===== config.mk =====
export PLATFORM = sky130hd
export DESIGN_NAME = card_id_access_table_core
export DESIGN_NICKNAME = d
export VERILOG_FILES = /design/src/hdl/cidat_pkg.sv /design/src/hdl/card_id_access_table_core.sv /design/src/hdl/cidat_cell.sv
export SDC_FILE = /design/constraint.sdc
export NUM_CORES = 1
export LEC_CHECK = 0
export ABC_AREA = 0
export ABC_CLOCK_PERIOD_IN_PS = 6900
export BUFFER_PORTS_ARGS = -buffer_cell sky130_fd_sc_hd__buf_4
export CAP_MARGIN = 20
export CORE_MARGIN = 3
export CORE_UTILIZATION = 45
export DETAILED_ROUTE_END_ITERATION = 10
export PLACE_DENSITY_LB_ADDON = 0.05
export SLEW_MARGIN = 20
export SYNTH_ARGS = -nofsm -noshare
export SYNTH_HDL_FRONTEND = slang
export SYNTH_SLANG_ARGS = --single-unit

===== constraint.sdc =====
create_clock -name clk -period 6.9 [get_ports clk]
set_input_delay 1.38 -clock clk [delete_from_list [all_inputs] [get_ports clk]]
set_output_delay 1.38 -clock clk [all_outputs]
set_load 0.005 [all_outputs]

===== src/hdl/cidat_pkg.sv =====
// cidat_pkg: shared types and constants for the card id access table
// depends on nothing; used by cidat_cell, card_id_access_table_core and the test bench
`timescale 1ns / 1ps

package cidat_pkg;

  // default table depth
  localparam int CAPACITY_DEF = 32;

  // field widths
  localparam int UID_W     = 32;
  localparam int COUNT_W   = 6;
  // widest slot index and fill count over the supported depth range (up to 256)
  localparam int SLOT_MAX_W = 8;
  localparam int CNT_MAX_W  = 9;

  // result codes
  typedef enum logic [3:0] {
    OC_MASTER_SET = 4'd0,
    OC_ENTER_PROG = 4'd1,
    OC_EXIT_PROG  = 4'd2,
    OC_ADDED      = 4'd3,
    OC_REMOVED    = 4'd4,
    OC_GRANTED    = 4'd5,
    OC_DENIED     = 4'd6,
    OC_FULL       = 4'd7,
    OC_WIPED      = 4'd8
  } outcome_t;

  // input beat
  typedef struct packed {
    logic             action;
    logic [UID_W-1:0] card_uid;
  } in_t;

  // result beat
  typedef struct packed {
    outcome_t           outcome;
    logic [COUNT_W-1:0] record_count;
    logic               in_program_mode;
  } out_t;

  // control broadcast to every table cell
  typedef struct packed {
    logic                  rotate;
    logic                  remove;
    logic                  append;
    logic [SLOT_MAX_W-1:0] slot;
    logic [CNT_MAX_W-1:0]  count;
    logic [UID_W-1:0]      uid;
  } cell_cmd_t;

endpackage


===== src/hdl/card_id_access_table_core.sv =====
// card_id_access_table_core: master card, program mode and a ring of id cells
// depends on cidat_pkg and cidat_cell
`timescale 1ns / 1ps
//
//  channel   direction  ports                 handshake
//  item      in         item (in_t)           start & !busy
//  result    out        result (out_t)        done, one cycle, no stall
//
// every item runs from accept to the next accept through S_SEARCH, where
// one full rotation of the cell ring searches the table, and S_FINISH,
// which applies the decision; the result shows as start may be raised
// again. removal shifts the upper cells down at once in S_FINISH.
// reset clears master, mode and count; the cell contents need no clearing.
// the receiver cannot stall: done is high for exactly one cycle per item.

module card_id_access_table_core #(
  parameter int CAPACITY = cidat_pkg::CAPACITY_DEF
) (
  input  logic            clk,
  input  logic            rst,
  input  logic            start,
  output logic            busy,
  input  cidat_pkg::in_t  item,
  output logic            done,
  output cidat_pkg::out_t result
);

  localparam int IDX_W = (CAPACITY > 1) ? $clog2(CAPACITY) : 1;
  localparam int CNT_W = $clog2(CAPACITY + 1);

  typedef enum logic [2:0] {
    S_IDLE   = 3'b001,
    S_SEARCH = 3'b010,
    S_FINISH = 3'b100
  } state_t;

  state_t                       state;
  logic                         action;
  logic [cidat_pkg::UID_W-1:0]  uid;
  logic [cidat_pkg::UID_W-1:0]  master_id;
  logic                         master_valid;
  logic                         program_mode;
  logic [CNT_W-1:0]             count;
  logic [IDX_W-1:0]             step;
  logic                         found;
  logic [IDX_W-1:0]             slot;

  logic                         master_id_load;
  logic                         master_valid_next;
  logic                         program_mode_next;
  logic [CNT_W-1:0]             count_next;
  cidat_pkg::outcome_t          outcome_next;
  logic                         do_remove;
  logic                         do_append;
  logic                         is_master;
  logic                         accept;

  cidat_pkg::cell_cmd_t         cmd;
  logic [cidat_pkg::UID_W-1:0]  ids [CAPACITY];

  assign accept    = start & ~busy;
  assign busy      = (state != S_IDLE);
  assign is_master = (uid == master_id);

  // ring of cells, each fed by its upper neighbor, the top one by cell 0
  for (genvar i = 0; i < CAPACITY; i++) begin : g_cell
    cidat_cell #(
      .INDEX (i),
      .IDX_W (IDX_W),
      .CNT_W (CNT_W)
    ) u_cell (
      .clk         (clk),
      .cmd         (cmd),
      .neighbor_id (ids[(i + 1) % CAPACITY]),
      .id          (ids[i])
    );
  end

  // decision for the item once the search is done
  always_comb begin
    master_id_load    = 1'b0;
    master_valid_next = master_valid;
    program_mode_next = program_mode;
    count_next        = count;
    do_remove         = 1'b0;
    do_append         = 1'b0;
    outcome_next      = cidat_pkg::OC_DENIED;
    if (action) begin
      master_valid_next = 1'b0;
      program_mode_next = 1'b0;
      count_next        = '0;
      outcome_next      = cidat_pkg::OC_WIPED;
    end else if (!master_valid) begin
      master_id_load    = 1'b1;
      master_valid_next = 1'b1;
      outcome_next      = cidat_pkg::OC_MASTER_SET;
    end else if (!program_mode) begin
      if (is_master) begin
        program_mode_next = 1'b1;
        outcome_next      = cidat_pkg::OC_ENTER_PROG;
      end else if (found) begin
        outcome_next = cidat_pkg::OC_GRANTED;
      end else begin
        outcome_next = cidat_pkg::OC_DENIED;
      end
    end else if (is_master) begin
      program_mode_next = 1'b0;
      outcome_next      = cidat_pkg::OC_EXIT_PROG;
    end else if (found) begin
      do_remove    = 1'b1;
      count_next   = CNT_W'(count - 1'b1);
      outcome_next = cidat_pkg::OC_REMOVED;
    end else if (count == CNT_W'(CAPACITY)) begin
      outcome_next = cidat_pkg::OC_FULL;
    end else begin
      do_append    = 1'b1;
      count_next   = CNT_W'(count + 1'b1);
      outcome_next = cidat_pkg::OC_ADDED;
    end
  end

  // command broadcast to the cells
  always_comb begin
    cmd        = '0;
    cmd.rotate = (state == S_SEARCH);
    cmd.remove = (state == S_FINISH) & do_remove;
    cmd.append = (state == S_FINISH) & do_append;
    cmd.slot   = cidat_pkg::SLOT_MAX_W'(slot);
    cmd.count  = cidat_pkg::CNT_MAX_W'(count);
    cmd.uid    = uid;
  end

  // sequencer and control state
  always_ff @(posedge clk) begin
    if (rst) begin
      state        <= S_IDLE;
      master_valid <= 1'b0;
      program_mode <= 1'b0;
      count        <= '0;
      done         <= 1'b0;
      found        <= 1'b0;
      step         <= '0;
    end else begin
      done <= 1'b0;
      case (state)
        S_IDLE: begin
          if (accept) begin
            found <= 1'b0;
            step  <= '0;
            state <= S_SEARCH;
          end
        end
        S_SEARCH: begin
          // cell 0 holds entry number step on this rotation
          if (!found && (CNT_W'(step) < count) && (ids[0] == uid)) begin
            found <= 1'b1;
          end
          if (step == IDX_W'(CAPACITY - 1)) begin
            state <= S_FINISH;
          end else begin
            step <= IDX_W'(step + 1'b1);
          end
        end
        S_FINISH: begin
          master_valid <= master_valid_next;
          program_mode <= program_mode_next;
          count        <= count_next;
          done         <= 1'b1;
          state        <= S_IDLE;
        end
        default: begin
          state <= S_IDLE;
        end
      endcase
    end
  end

  // payload registers
  always_ff @(posedge clk) begin
    if (accept) begin
      action <= item.action;
      uid    <= item.card_uid;
    end
    if (state == S_SEARCH && !found && (CNT_W'(step) < count) && (ids[0] == uid)) begin
      slot <= step;
    end
    if (state == S_FINISH) begin
      if (master_id_load) begin
        master_id <= uid;
      end
      result.outcome         <= outcome_next;
      result.record_count    <= cidat_pkg::COUNT_W'(count_next);
      result.in_program_mode <= program_mode_next;
    end
  end

  // checks
  a_done_after_finish: assert property (@(posedge clk) disable iff (rst)
    done |-> $past(state == S_FINISH))
    else $error("result beat without a finished item");

  a_count_bound: assert property (@(posedge clk) disable iff (rst)
    count <= CNT_W'(CAPACITY))
    else $error("entry count above capacity");

  a_prog_needs_master: assert property (@(posedge clk) disable iff (rst)
    program_mode |-> master_valid)
    else $error("program mode without a master");

  a_accept_busy: assert property (@(posedge clk) disable iff (rst)
    accept |=> busy)
    else $error("accepted beat did not raise busy");

endmodule


===== src/hdl/cidat_cell.sv =====
// cidat_cell: one table entry in the ring of card id cells
// depends on cidat_pkg (cell_cmd_t, UID_W)
`timescale 1ns / 1ps

module cidat_cell #(
  parameter int INDEX = 0,
  parameter int IDX_W = 5,
  parameter int CNT_W = 6
) (
  input  logic                    clk,
  input  cidat_pkg::cell_cmd_t    cmd,
  input  logic [cidat_pkg::UID_W-1:0] neighbor_id,
  output logic [cidat_pkg::UID_W-1:0] id
);

  logic shift_en;
  logic load_en;

  // take the neighbor on a rotation step, or on removal at or above the slot
  assign shift_en = cmd.rotate |
                    (cmd.remove & (IDX_W'(INDEX) >= cmd.slot[IDX_W-1:0]));
  // append lands in the cell just past the last entry
  assign load_en  = cmd.append & (CNT_W'(INDEX) == cmd.count[CNT_W-1:0]);

  // entry storage
  always_ff @(posedge clk) begin
    if (load_en) begin
      id <= cmd.uid;
    end else if (shift_en) begin
      id <= neighbor_id;
    end
  end

endmodule


==> results.json <==
{
  "routed_wl_um": 126000,
  "power_density_mw_per_mm2": 266,
  "rsz0062_at_grt": "false",
  "first_global_vias": 25425,
  "core_area_mm2": 0.108,
  "finalHoldViolCount": 0,
  "worstRegToRegCells": 9,
  "drive_above_1_share": 0.423,
  "clk_latency_ps": 710,
  "ys.flop_type": "edfxtp_1",
  "hpwl_um": 75400,
  "cts-resized-gates": 0,
  "worstMarginPinSlew_ps": 1010,
  "hp-class": "register to register",
  "path_max_fanout": 32,
  "vdd_ir_drop_max_v": 0.000210,
  "syn_area_mm2": 0.0492,
  "utilization": 0.505,
  "rows": 120,
  "hold_path_depth": 1,
  "worst_ep_required_time_ps": 7230,
  "nets": 2812,
  "area_growth_pct": 10.7,
  "htreeDepth": 3,
  "port_buffers": 48,
  "postCtsSetupBuffers": 0,
  "overflow": 0,
  "ios": 49,
  "cts_max_path_buffers": 3,
  "dr.pass1.iters": 6,
  "maxCapViolCount": 0,
  "slew_headroom": 0.324,
  "avgRoutedWirePerCell_um": 29.4,
  "numCtsBuffers": 119,
  "skew_ps": 39.4,
  "cts_tree": "done",
  "syn_avg_cell_area_um2": 17.8,
  "netlist-cell-type-count": 55,
  "fmax_ghz": 0.231,
  "syn-num-nets": 2815,
  "synth_edf_count": 1105,
  "tns_ps": 0,
  "crit_path_start_kind": "register",
  "p_total_mw": 14.5,
  "start_util": 0.457,
  "synth_area_leaders": "edfxtp_1, mux2_2, mux2_1, buf_4, xnor2_1",
  "drc": 0,
  "yosysWarnings": 0,
  "crit_arrival_ps": 4670,
  "setup_viol": 0,
  "timing.final.crit_share": 0.629,
  "crit_path_end_kind": "register",
  "clock-root-buffer": "clkbuf_16",
  "grt_pass1_wl_um": 183000,
  "path_clk_slew_ps": 60,
  "routabilityCongestion": 0.848,
  "ys_seq_area_frac": 0.682,
  "pre_cts_ws_ps": 2560,
  "dieHeight_um": 336,
  "leakage_nw": 17.9,
  "drtIter0Drc": 2186,
  "ys_async_sr_fraction": 0,
  "critPathKind": "register to register",
  "synth_top_area_frac": 0.675,
  "grt_max_degree": 37,
  "postCtsHoldBufs": 0,
  "vias": 24329,
  "ys_ff_latch": 1123,
  "synth_largest_area_cell": "edfxtp_1",
  "detail-route-antenna-nets": 0,
  "grt_use_total": 0.223,
  "fill_cells": 8714,
  "grt_antenna_before_repair": 9,
  "slew_viol_final": 0,
  "timing.final.crit_period_ps": 4340,
  "final_cell_mix": "edfxtp_1, mux2_2, mux2_1, buf_4, clkbuf_16",
  "die_x_um": 336,
  "die_area_mm2": 0.113,
  "layout_commonest_cell": "edfxtp_1",
  "viasPerCell": 5.69,
  "cts.sinks": 1123,
  "syn_inst": 2769,
  "timing.final.ws_setup_ps": 2560,
  "outcome": "finished, final reports clean"
}
## critical path: stages, from the launching register on
cell and delay (ps):
dfxtp_1 320, nor2_1 130, nand2_2 160, inv_1 500, nand2_2 310, a211oi_4 390, buf_4 530, nand3b_1 660
o211ai_1 440, buf_4 460
## metal layers
| layer | GRT usage | wire length (µm) | up-vias |
|---|---|---|---|
| li1 | - | - | 10693 |
| met1 | 0.314 | 55700 | 12720 |
| met2 | 0.360 | 59600 | 730 |
| met3 | 0.0426 | 7290 | 186 |
| met4 | 0.0525 | 2890 | 0 |
| met5 | 0 | 0 | - |
## stage by stage
stage | instance area, µm² | std cells | hold slack (ps)
2_1_floorplan | 49200 | 2769 | 421
3_3_place_gp | 50500 | 4047 | 514
3_5_place_dp | 50500 | 4047 | 518
4_1_cts | 54400 | 4272 | 533
5_1_grt | 54400 | 4273 | 551
6_report | 54400 | 4275 | 530
## state kept, by name, summed over array words and instances (netlist names)
signal / cells
g_cell.u_cell.id: 1024
master_id: 32
uid: 32
result: 11
count: 6
slot: 5
step: 5
state: 3
action: 1
done: 1
found: 1
master_valid: 1
program_mode: 1
## path summary, 6_finish.rpt
kind	start	endpoint	slack, ps
worst min-delay path	g_cell[20].u_cell.id[28]	g_cell[19].u_cell.id[28]	530
worst max-delay path	state[0]	g_cell[0].u_cell.id[9]	2560
worst max register to register	state[0]	g_cell[0].u_cell.id[9]	2560
worst min register to register	g_cell[20].u_cell.id[28]	g_cell[19].u_cell.id[28]	530
## final cells by class
| type | count | area [µm²] | share of cell area |
|---|---|---|---|
| clock inverter | 88 | 759 | 0.0140 |
| clock buffer | 137 | 3140 | 0.0577 |
| timing repair buffer | 132 | 1000 | 0.0184 |
| antenna | 2 | 5.00 | 0.0000920 |
| tap | 1403 | 1760 | 0.0323 |
| multi-input combinational | 1374 | 14100 | 0.260 |
| inverter | 16 | 61.3 | 0.00113 |
| sequential | 1123 | 33500 | 0.617 |
## cells by family after synthesis
| logic type | count (synthesis) | share of synthesized area |
|---|---|---|
| XOR/XNOR | 70 | 0.0125 |
| multiplexers | 1026 | 0.235 |
| AO/OA/AOI/OAI | 65 | 0.00916 |
| flip-flops | 1123 | 0.682 |
| AND/OR/NAND/NOR | 203 | 0.0279 |
| buffers and inverters | 272 | 0.0305 |
| adder cells (fa/ha/maj) | 10 | 0.00255 |
## report_power, final
group          switching [mW]  internal, mW  total, mW
clock                    2.67          3.73       6.40
sequential             0.0449          7.55       7.59
combinational           0.357         0.117      0.474
## cell usage after synthesis, types with 13 or more instances
library cell,instances
dfxtp_1,18
buf_4,79
inv_1,16
clkbuf_1,113
nand4_1,17
buf_2,40
buf_6,13
edfxtp_1,1105
nor2_1,36
mux2_1,170
mux2_2,854
nand3_4,26
nand2_1,28
nand3_1,40
xnor2_1,60
a21oi_1,17
o211ai_1,19
Power figures use the tool's default switching activity.
